`config.mk`:
```
export PLATFORM = sky130hd
export DESIGN_NAME = raid0_stripe_mapper
export DESIGN_NICKNAME = d
export VERILOG_FILES = /design/src/rtl/rsm_pkg.sv /design/src/rtl/rsm_div.sv /design/src/rtl/raid0_stripe_mapper.sv
export SDC_FILE = /design/constraint.sdc
export NUM_CORES = 2
export LEC_CHECK = 0
export BUFFER_PORTS_ARGS = -buffer_cell sky130_fd_sc_hd__buf_2
export CORE_MARGIN = 5
export CORE_UTILIZATION = 50
export CTS_CLUSTER_SIZE = 16
export DETAILED_ROUTE_END_ITERATION = 8
export PLACE_DENSITY = 0.7
export SYNTH_ARGS = -nofsm -noshare
export SYNTH_HDL_FRONTEND = slang
export SYNTH_SLANG_ARGS = --single-unit
```
`constraint.sdc`:
```
create_clock -name clk_i -period 6.1 [get_ports clk_i]
set_input_delay 0 -clock clk_i [delete_from_list [all_inputs] [get_ports clk_i]]
set_output_delay 0 -clock clk_i [all_outputs]
set_load 0.005 [all_outputs]
```
`src/rtl/rsm_pkg.sv`:
```
`timescale 1ns / 1ps

package rsm_pkg;

  localparam int unsigned LBA_W   = 32;
  localparam int unsigned STRIP_W = 16;
  localparam int unsigned DCFG_W  = 5;
  localparam int unsigned CNT_IN_W = 7;
  localparam int unsigned DID_W   = 4;

  localparam logic [1:0] REQ_READ    = 2'd0;
  localparam logic [1:0] REQ_WRITE   = 2'd1;
  localparam logic [1:0] REQ_FAIL    = 2'd2;
  localparam logic [1:0] REQ_RECOVER = 2'd3;

  localparam logic [1:0] CMD_READ        = 2'd0;
  localparam logic [1:0] CMD_WRITE       = 2'd1;
  localparam logic [1:0] CMD_FAIL_ACK    = 2'd2;
  localparam logic [1:0] CMD_RECOVER_ACK = 2'd3;

  localparam logic CFG_STRIP = 1'b0;
  localparam logic CFG_DISKS = 1'b1;

  typedef enum logic [2:0] {
    OP_WAIT_IN,
    OP_NOP,
    OP_DIV1_INIT,
    OP_DIV_STEP,
    OP_DIV2_INIT,
    OP_MUL,
    OP_EMIT,
    OP_ACK
  } op_e;

  typedef enum logic [2:0] {
    C_NONE,
    C_ALWAYS,
    C_IS_ACK,
    C_EMPTY,
    C_DIV_MORE,
    C_MORE
  } cond_e;

  typedef logic [3:0] step_t;

  localparam step_t P_IDLE      = 4'd0;
  localparam step_t P_DISPATCH  = 4'd1;
  localparam step_t P_DIV1_INIT = 4'd2;
  localparam step_t P_DIV1_STEP = 4'd3;
  localparam step_t P_DIV2_INIT = 4'd4;
  localparam step_t P_DIV2_STEP = 4'd5;
  localparam step_t P_MUL       = 4'd6;
  localparam step_t P_EMIT      = 4'd7;
  localparam step_t P_DONE      = 4'd8;
  localparam step_t P_ACK       = 4'd9;

  typedef struct packed {
    op_e   op;
    cond_e cond;
    step_t tgt;
  } ctrl_word_t;

  typedef struct packed {
    logic load;
    logic step;
  } div_ctrl_t;

  function automatic ctrl_word_t rsm_ucode(step_t pc);
    ctrl_word_t cw;
    case (pc)
      P_IDLE:      cw = '{op: OP_WAIT_IN,   cond: C_NONE,     tgt: P_IDLE};
      P_DISPATCH:  cw = '{op: OP_NOP,       cond: C_IS_ACK,   tgt: P_ACK};
      P_DIV1_INIT: cw = '{op: OP_DIV1_INIT, cond: C_EMPTY,    tgt: P_IDLE};
      P_DIV1_STEP: cw = '{op: OP_DIV_STEP,  cond: C_DIV_MORE, tgt: P_DIV1_STEP};
      P_DIV2_INIT: cw = '{op: OP_DIV2_INIT, cond: C_NONE,     tgt: P_IDLE};
      P_DIV2_STEP: cw = '{op: OP_DIV_STEP,  cond: C_DIV_MORE, tgt: P_DIV2_STEP};
      P_MUL:       cw = '{op: OP_MUL,       cond: C_NONE,     tgt: P_IDLE};
      P_EMIT:      cw = '{op: OP_EMIT,      cond: C_MORE,     tgt: P_EMIT};
      P_DONE:      cw = '{op: OP_NOP,       cond: C_ALWAYS,   tgt: P_IDLE};
      P_ACK:       cw = '{op: OP_ACK,       cond: C_ALWAYS,   tgt: P_IDLE};
      default:     cw = '{op: OP_NOP,       cond: C_ALWAYS,   tgt: P_IDLE};
    endcase
    return cw;
  endfunction

endpackage

```
`src/rtl/rsm_div.sv`:
```
`timescale 1ns / 1ps

module rsm_div (
  input  logic                                clk_i,
  input  logic                                rst_ni,
  input  rsm_pkg::div_ctrl_t                  ctrl_i,
  input  logic [rsm_pkg::LBA_W-1:0]           dividend_i,
  input  logic [rsm_pkg::STRIP_W-1:0]         divisor_i,
  output logic [rsm_pkg::LBA_W-1:0]           quo_o,
  output logic [rsm_pkg::STRIP_W-1:0]         rem_o,
  output logic                                more_o
);
  import rsm_pkg::*;

  localparam int unsigned ITER_W = $clog2(LBA_W);

  logic [LBA_W-1:0]   quo_q;
  logic [STRIP_W-1:0] rem_q, dvs_q;
  logic [ITER_W-1:0]  iter_q;
  logic [STRIP_W:0]   shifted;
  logic [STRIP_W:0]   diff;
  logic               fits;

  // one restoring step per cycle while step is asserted
  always_comb begin
    shifted = {rem_q, quo_q[LBA_W-1]};
    diff    = shifted - {1'b0, dvs_q};
    fits    = (shifted >= {1'b0, dvs_q});
  end

  always_ff @(posedge clk_i or negedge rst_ni) begin
    if (!rst_ni) begin
      iter_q <= '0;
    end else if (ctrl_i.load) begin
      iter_q <= ITER_W'(LBA_W - 1);
    end else if (ctrl_i.step && iter_q != '0) begin
      iter_q <= iter_q - ITER_W'(1);
    end
  end

  always_ff @(posedge clk_i) begin
    if (ctrl_i.load) begin
      quo_q <= dividend_i;
      rem_q <= '0;
      dvs_q <= divisor_i;
    end else if (ctrl_i.step) begin
      quo_q <= {quo_q[LBA_W-2:0], fits};
      rem_q <= fits ? diff[STRIP_W-1:0] : shifted[STRIP_W-1:0];
    end
  end

  assign quo_o  = quo_q;
  assign rem_o  = rem_q;
  assign more_o = (iter_q != '0);

endmodule

```
`src/rtl/raid0_stripe_mapper.sv`:
```
`timescale 1ns / 1ps

// RAID 0 stripe mapper. A read or write run (start block, count) becomes one
// disk command per block in ascending logical order; a fail request clears
// and a recover request sets a bit of the active-disk map, and either gives
// one acknowledgement. A run does two bit-serial divisions (start by strip
// size, then strip index by disk count) in one shared divider, a multiply,
// then one command per cycle while the output is not stalled. The control
// sequence is a small microcode table. The user must write configuration
// only while the block is idle; the block itself does not enforce this.
module raid0_stripe_mapper #(
  parameter int unsigned MAX_DISKS = 16,
  parameter int unsigned MAX_RUN   = 64
) (
  input  logic                              clk_i,
  input  logic                              rst_ni,
  input  logic                              cfg_we_i,
  input  logic                              cfg_idx_i,
  input  logic [rsm_pkg::STRIP_W-1:0]       cfg_data_i,
  input  logic                              in_valid_i,
  output logic                              in_stall_o,
  input  logic [1:0]                        req_type_i,
  input  logic [rsm_pkg::LBA_W-1:0]         start_lba_i,
  input  logic [rsm_pkg::CNT_IN_W-1:0]      block_count_i,
  input  logic [rsm_pkg::LBA_W-1:0]         write_word_i,
  input  logic [rsm_pkg::DID_W-1:0]         disk_id_i,
  output logic                              out_valid_o,
  input  logic                              out_stall_i,
  output logic [1:0]                        cmd_kind_o,
  output logic [rsm_pkg::DID_W-1:0]         disk_index_o,
  output logic [rsm_pkg::LBA_W-1:0]         disk_block_o,
  output logic [rsm_pkg::LBA_W-1:0]         data_word_o,
  output logic                              disk_failed_o,
  output logic                              wr_fault_o,
  output logic                              last_o
);
  import rsm_pkg::*;

  localparam int unsigned DISK_W = (MAX_DISKS > 1) ? $clog2(MAX_DISKS) : 1;
  localparam int unsigned DC_W   = $clog2(MAX_DISKS + 1);
  localparam int unsigned CNT_W  = $clog2(MAX_RUN + 1);

  // configuration
  logic [STRIP_W-1:0] strip_q;
  logic [DCFG_W-1:0]  dcfg_q;
  logic [STRIP_W-1:0] sb_eff;
  logic [DC_W-1:0]    dc_eff;

  // sequencer
  step_t      pc_q, pc_d;
  ctrl_word_t cw;
  logic       go, cond_hit, accept;

  // request
  logic [1:0]       req_q;
  logic [LBA_W-1:0] word_q;
  logic [DID_W-1:0] did_q;
  logic [CNT_W-1:0] left_q;
  logic [CNT_W-1:0] cnt_eff;

  // walk state
  logic [LBA_W-1:0]   pos_q, base_q;
  logic [STRIP_W-1:0] off_q;
  logic [DISK_W-1:0]  disk_q;
  logic               werr_q;

  logic [MAX_DISKS-1:0] active_q, active_d, ack_mask, run_mask;
  logic                 ack_failed, run_failed, is_write, is_last, werr_n;

  // divider
  div_ctrl_t          div_ctrl;
  logic [LBA_W-1:0]   div_dividend, div_quo;
  logic [STRIP_W-1:0] div_divisor, div_rem;
  logic               div_more;
  logic [47:0]        prod;

  // output slot
  logic       out_valid_q, slot_free, load_out;
  logic [1:0]         kind_q;
  logic [DID_W-1:0]   oidx_q;
  logic [LBA_W-1:0]   oblk_q, oword_q;
  logic               ofail_q, owerr_q, olast_q;

  always_comb begin
    sb_eff = (strip_q == '0) ? STRIP_W'(1) : strip_q;
    if (dcfg_q == '0) begin
      dc_eff = DC_W'(1);
    end else if (32'(dcfg_q) > MAX_DISKS) begin
      dc_eff = DC_W'(MAX_DISKS);
    end else begin
      dc_eff = DC_W'(dcfg_q);
    end
    if (32'(block_count_i) > MAX_RUN) begin
      cnt_eff = CNT_W'(MAX_RUN);
    end else begin
      cnt_eff = CNT_W'(block_count_i);
    end
  end

  always_ff @(posedge clk_i or negedge rst_ni) begin
    if (!rst_ni) begin
      strip_q <= STRIP_W'(1);
      dcfg_q  <= DCFG_W'(2);
    end else if (cfg_we_i) begin
      case (cfg_idx_i)
        CFG_STRIP: strip_q <= cfg_data_i;
        CFG_DISKS: dcfg_q  <= cfg_data_i[DCFG_W-1:0];
        default: ;
      endcase
    end
  end

  // microcode sequencer
  assign slot_free = !out_valid_q || !out_stall_i;
  assign cw        = rsm_ucode(pc_q);

  always_comb begin
    case (cw.op)
      OP_WAIT_IN:      go = in_valid_i;
      OP_EMIT, OP_ACK: go = slot_free;
      default:         go = 1'b1;
    endcase
    case (cw.cond)
      C_NONE:     cond_hit = 1'b0;
      C_ALWAYS:   cond_hit = 1'b1;
      C_IS_ACK:   cond_hit = req_q[1];
      C_EMPTY:    cond_hit = (left_q == '0);
      C_DIV_MORE: cond_hit = div_more;
      C_MORE:     cond_hit = (left_q != CNT_W'(1));
      default:    cond_hit = 1'b0;
    endcase
    if (!go) begin
      pc_d = pc_q;
    end else if (cond_hit) begin
      pc_d = cw.tgt;
    end else begin
      pc_d = pc_q + step_t'(1);
    end
  end

  always_ff @(posedge clk_i or negedge rst_ni) begin
    if (!rst_ni) begin
      pc_q <= P_IDLE;
    end else begin
      pc_q <= pc_d;
    end
  end

  assign in_stall_o = (cw.op != OP_WAIT_IN);
  assign accept     = in_valid_i && (cw.op == OP_WAIT_IN);

  // shared divider
  always_comb begin
    div_ctrl.load = (cw.op == OP_DIV1_INIT) || (cw.op == OP_DIV2_INIT);
    div_ctrl.step = (cw.op == OP_DIV_STEP);
    if (cw.op == OP_DIV1_INIT) begin
      div_dividend = pos_q;
      div_divisor  = sb_eff;
    end else begin
      div_dividend = div_quo;
      div_divisor  = STRIP_W'(dc_eff);
    end
  end

  rsm_div u_div (
    .clk_i      (clk_i),
    .rst_ni     (rst_ni),
    .ctrl_i     (div_ctrl),
    .dividend_i (div_dividend),
    .divisor_i  (div_divisor),
    .quo_o      (div_quo),
    .rem_o      (div_rem),
    .more_o     (div_more)
  );

  assign prod = 48'(div_quo) * 48'(sb_eff);

  // active map and failure lookup
  always_comb begin
    ack_mask = MAX_DISKS'(1) << did_q;
    run_mask = MAX_DISKS'(1) << disk_q;
    if (req_q == REQ_FAIL) begin
      active_d = active_q & ~ack_mask;
    end else begin
      active_d = active_q | ack_mask;
    end
    ack_failed = |(ack_mask & ~active_d);
    run_failed = |(run_mask & ~active_q);
    is_write   = (req_q == REQ_WRITE);
    is_last    = (left_q == CNT_W'(1));
    werr_n     = werr_q || (is_write && run_failed);
  end

  assign load_out = go && ((cw.op == OP_EMIT) || (cw.op == OP_ACK));

  always_ff @(posedge clk_i or negedge rst_ni) begin
    if (!rst_ni) begin
      active_q    <= '1;
      out_valid_q <= 1'b0;
      left_q      <= '0;
      werr_q      <= 1'b0;
    end else begin
      if (load_out) begin
        out_valid_q <= 1'b1;
      end else if (!out_stall_i) begin
        out_valid_q <= 1'b0;
      end
      if (accept) begin
        left_q <= cnt_eff;
        werr_q <= 1'b0;
      end else if (go && cw.op == OP_EMIT) begin
        left_q <= left_q - CNT_W'(1);
        werr_q <= werr_n;
      end
      if (go && cw.op == OP_ACK) begin
        active_q <= active_d;
      end
    end
  end

  // request and walk registers
  always_ff @(posedge clk_i) begin
    if (accept) begin
      req_q  <= req_type_i;
      word_q <= write_word_i;
      did_q  <= disk_id_i;
      pos_q  <= start_lba_i;
    end
    case (cw.op)
      OP_DIV2_INIT: off_q <= div_rem;
      OP_MUL: begin
        disk_q <= DISK_W'(div_rem);
        base_q <= prod[LBA_W-1:0];
      end
      OP_EMIT: begin
        if (go) begin
          pos_q <= pos_q + LBA_W'(1);
          if (pos_q == '1) begin
            off_q  <= '0;
            disk_q <= '0;
            base_q <= '0;
          end else if ({1'b0, off_q} + 17'(1) == {1'b0, sb_eff}) begin
            off_q <= '0;
            if (32'(disk_q) + 32'(1) == 32'(dc_eff)) begin
              disk_q <= '0;
              base_q <= base_q + LBA_W'(sb_eff);
            end else begin
              disk_q <= disk_q + DISK_W'(1);
            end
          end else begin
            off_q <= off_q + STRIP_W'(1);
          end
        end
      end
      default: ;
    endcase
  end

  // output register
  always_ff @(posedge clk_i) begin
    if (load_out) begin
      if (cw.op == OP_ACK) begin
        kind_q  <= (req_q == REQ_FAIL) ? CMD_FAIL_ACK : CMD_RECOVER_ACK;
        oidx_q  <= did_q;
        oblk_q  <= '0;
        oword_q <= '0;
        ofail_q <= ack_failed;
        owerr_q <= 1'b0;
        olast_q <= 1'b1;
      end else begin
        kind_q  <= is_write ? CMD_WRITE : CMD_READ;
        oidx_q  <= DID_W'(disk_q);
        oblk_q  <= base_q + LBA_W'(off_q);
        oword_q <= is_write ? word_q : '0;
        ofail_q <= run_failed;
        owerr_q <= is_write && is_last && werr_n;
        olast_q <= is_last;
      end
    end
  end

  assign out_valid_o   = out_valid_q;
  assign cmd_kind_o    = kind_q;
  assign disk_index_o  = oidx_q;
  assign disk_block_o  = oblk_q;
  assign data_word_o   = oword_q;
  assign disk_failed_o = ofail_q;
  assign wr_fault_o    = owerr_q;
  assign last_o        = olast_q;

endmodule
```
==> results.sh <==
export IMPL_final_hold_viol_count=0
export IMPL_final_util=0.613
export IMPL_path_clk_slew_ns=0.06
export IMPL_finalWorstSetupSlack_ns=-0.0800
export IMPL_worst_skew_pair_late_latency_ns=0.57
export IMPL_crit_path_max_fanout=4
export IMPL_drt_wl_total_um=78600
export IMPL_worstPathRequired_ns=6.38
export IMPL_rsz0062_at_grt="true"
export IMPL_drc_errors=0
export IMPL_avgViaCountPerCell=5.50
export IMPL_synth_most_common_cell="inv_1"
export IMPL_critPathArrivalTime_ns=6.46
export IMPL_min_path_cells=4
export IMPL_syn_to_final_growth_pct=21.3
export IMPL_critPathLaunchType="flip-flop"
export IMPL_fillers=4395
export IMPL_critPathTopFamily="adder cells"
export IMPL_crit_buf_inv=5
export IMPL_synth_flop_cell="edfxtp_1"
export IMPL_cp_slowest_cell="fa_1"
export IMPL_cp_depth=22
export IMPL_synth_nets=3383
export IMPL_end_kind="flip-flop"
export IMPL_die_area_um2=60600
export IMPL_final_setup_tns_ns=-0.281
export IMPL_crit_top_cell="fa_1"
export IMPL_syn_area_per_cell_um2=9.79
export IMPL_place_area_um2=30300
export IMPL_start_util=0.506
export IMPL_drive_above_1_share=0.210
export IMPL_gp_congestion=0.919
export IMPL_maxCapViolCount=0
export IMPL_vias=22100
export IMPL_synth_cell_type_count=89
export IMPL_hold_class="in -> reg"
export IMPL_fin_crit_sh=1.01
export IMPL_antenna_left=0
export IMPL_grt_total_usage=0.257
export IMPL_ios=174
export IMPL_fin_area_um2=33800
export IMPL_cts_sinks=314
export IMPL_yosys_top_cells_count="inv_1, nand2_1, fa_1"
export IMPL_grt_max_degree=74
export IMPL_coreArea_um2=55200
export IMPL_critPathMaxStageDelay_ns=0.54
export IMPL_tightest_slew_ns=1.12
export IMPL_yosysSeqAreaShare=0.312
export IMPL_path_cells="buf_6, and2_4, fa_1, inv_1, fa_1, fa_2, fa_1, inv_1, fa_1, inv_1, fa_1, inv_2, ha_4, a21oi_4, o21ai_2, a221o_1, a41oi_2, o41a_1, o211ai_1, a31oi_1, xor2_1, o22ai_1"
export IMPL_cts_max_level=2
export IMPL_numCtsBuffers=39
export IMPL_gr_total_overflow=0
export IMPL_criticalPathCategory="reg -> reg"
export IMPL_cts_root_buf="clkbuf_16"
export IMPL_clock_skew_ns=0.0254
export IMPL_clock_fmax_mhz=162
export IMPL_io_buffer_count=173
export IMPL_r2r_cells=22
export IMPL_first_pass_iters=6
export IMPL_die_y_um=246
export IMPL_syn_inst=2849
export IMPL_synthTopCellsByArea="edfxtp_1, fa_1, ha_1"
export IMPL_synth_edf_count=211
export IMPL_cts_tree="built"
export IMPL_status="finished with violations"
export IMPL_row_count=86
export IMPL_clock_path_buffers=3
export IMPL_min_period_ns=6.18
export IMPL_n_antenna_cell=0
export IMPL_first_global_vias=23104
export IMPL_violations="setup timing"
export IMPL_yosys_warnings=0
export IMPL_maxSlewViolCount=0
export IMPL_timing_slew_headroom=0.252
export IMPL_synth_top_cell_by_area="edfxtp_1"
export IMPL_synth_async_reset_ratio=0.175
export IMPL_num_nets_final=3775
export IMPL_setup_viol=5
export IMPL_first_iter_violations=1515
export IMPL_antenna_found_initial=0
export IMPL_wl_per_cell_um=19.6
export IMPL_grt_pass1_wl_um=124000
export IMPL_synth_ff_latch_count=314
export IMPL_hpwl_um=58700
export IMPL_fp_dieW_um=246
export IMPL_syn_area_um2=27900
export IMPL_synth_top_area_share=0.227
export IMPL_post_place_ws_ns=-0.238
## timing repair
item	CTS	global route
hold buffers	109	0
endpoints found under the hold margin	137	0
pin swaps	58	69
setup endpoints to repair	9	14
setup buffers	35	33
gates cloned	1	0
gates resized for setup	55	106
## path summary, 6_finish.rpt
check | start | endpoint | slack [ns]
worst max-delay path | u_div.quo_o[6] | base_q[30] | -0.08
worst min-delay path | cfg_idx_i | strip_q[2] | 0.06
worst max register to register | u_div.quo_o[6] | base_q[30] | -0.08
worst min register to register | pos_q[31] | pos_q[31] | 0.45
max in group asynchronous | rst_ni | strip_q[8] | 5.40
min in group asynchronous | rst_ni | left_q[6] | 0.14
## placed cells by master, fill, tap and decap left out, types with 11 or more instances in the layout
cell type      Yosys  routed
inv_1            416     391
ha_1             128     110
nor2_1           132     127
and2_4             0      18
mux2_2            70      70
o22ai_1           32      32
dfrtp_1           37      26
buf_4              2     174
edfxtp_1         211     211
a311oi_1          16      16
mux2i_1           16      16
a211oi_1          19      19
dfrtp_2            0      11
dfxtp_1           48      48
a21oi_1           79      69
inv_2              1      26
nor2b_1           20      19
and2_1           159     141
xnor2_1           85      82
o21ai_0           82      77
buf_6              3      32
dfstp_2           18      18
and3_1            69      69
nand4_1           21      21
fa_2               0      11
o21a_1            13      13
fa_1             307     296
dlygate4sd3_1      0     109
nor3_1            24      22
nand2_1          365     360
ha_4               0      16
clkbuf_16          0      40
o21ai_1           23      25
xor2_1            72      70
buf_2             14     173
a21o_1            24      24
nand2b_1          23      22
nand3_1           48      48
## flip-flops by register name, indices dropped and copies added (netlist names), 2 cells and up
signal / count
pc_q: 4
left_q: 7
disk_index_o: 4
active_q: 16
dcfg_q: 5
u_div.iter_q: 5
base_q: 32
u_div.rem_o: 16
pos_q: 32
disk_q: 4
off_q: 16
data_word_o: 32
disk_block_o: 32
u_div.dvs_q: 16
u_div.quo_o: 32
word_q: 32
did_q: 4
req_q: 2
strip_q: 16
cmd_kind_o: 2
## kinds of logic (layout without fill, tap and decap cells)
| group | Yosys count | count (layout) | share of synthesized area |
|---|---|---|---|
| simple gates | 914 | 914 | 0.160 |
| buf+inv | 564 | 986 | 0.0776 |
| fa+ha+maj | 435 | 435 | 0.278 |
| compound gates | 376 | 376 | 0.0882 |
| flops | 314 | 314 | 0.312 |
| xor+xnor | 158 | 158 | 0.0499 |
| mux | 88 | 88 | 0.0348 |
## layout make-up
class | instances | area (um2) | area share
Clock buffer | 48 | 1060 | 0.0314
Clock inverter | 23 | 190 | 0.00562
Inverter | 417 | 1570 | 0.0463
Multi-Input combinational cell | 1971 | 17500 | 0.519
Sequential cell | 314 | 8710 | 0.257
Tap cell | 748 | 936 | 0.0277
Timing Repair Buffer | 498 | 3830 | 0.113
## routing by layer
metal	vias up	wire length, um	global-route usage
li1	10111	-	-
met3	217	4360	0.0360
met2	734	38600	0.430
met5	-	0	0
met1	11038	31200	0.327
met4	0	4450	0.134
## stage by stage
stage | cells | hold WS (ns)
floorplan | 2849 | -0.296
global placement | 3771 | 0.179
detailed placement | 3771 | 0.178
CTS | 3986 | 0.0294
global route | 4019 | 0.0582
finish | 4019 | 0.0581
## worst min-delay path, delay by kind of cell
| family | cells | cell delay, ns |
|---|---|---|
| buf+inv | 2 | 0.30 |
| mux | 1 | 0.24 |
| simple gates | 1 | 0.05 |
Power is not shown: default switching activity piles up to over one toggle a cycle in this logic, so the estimate is an artifact.
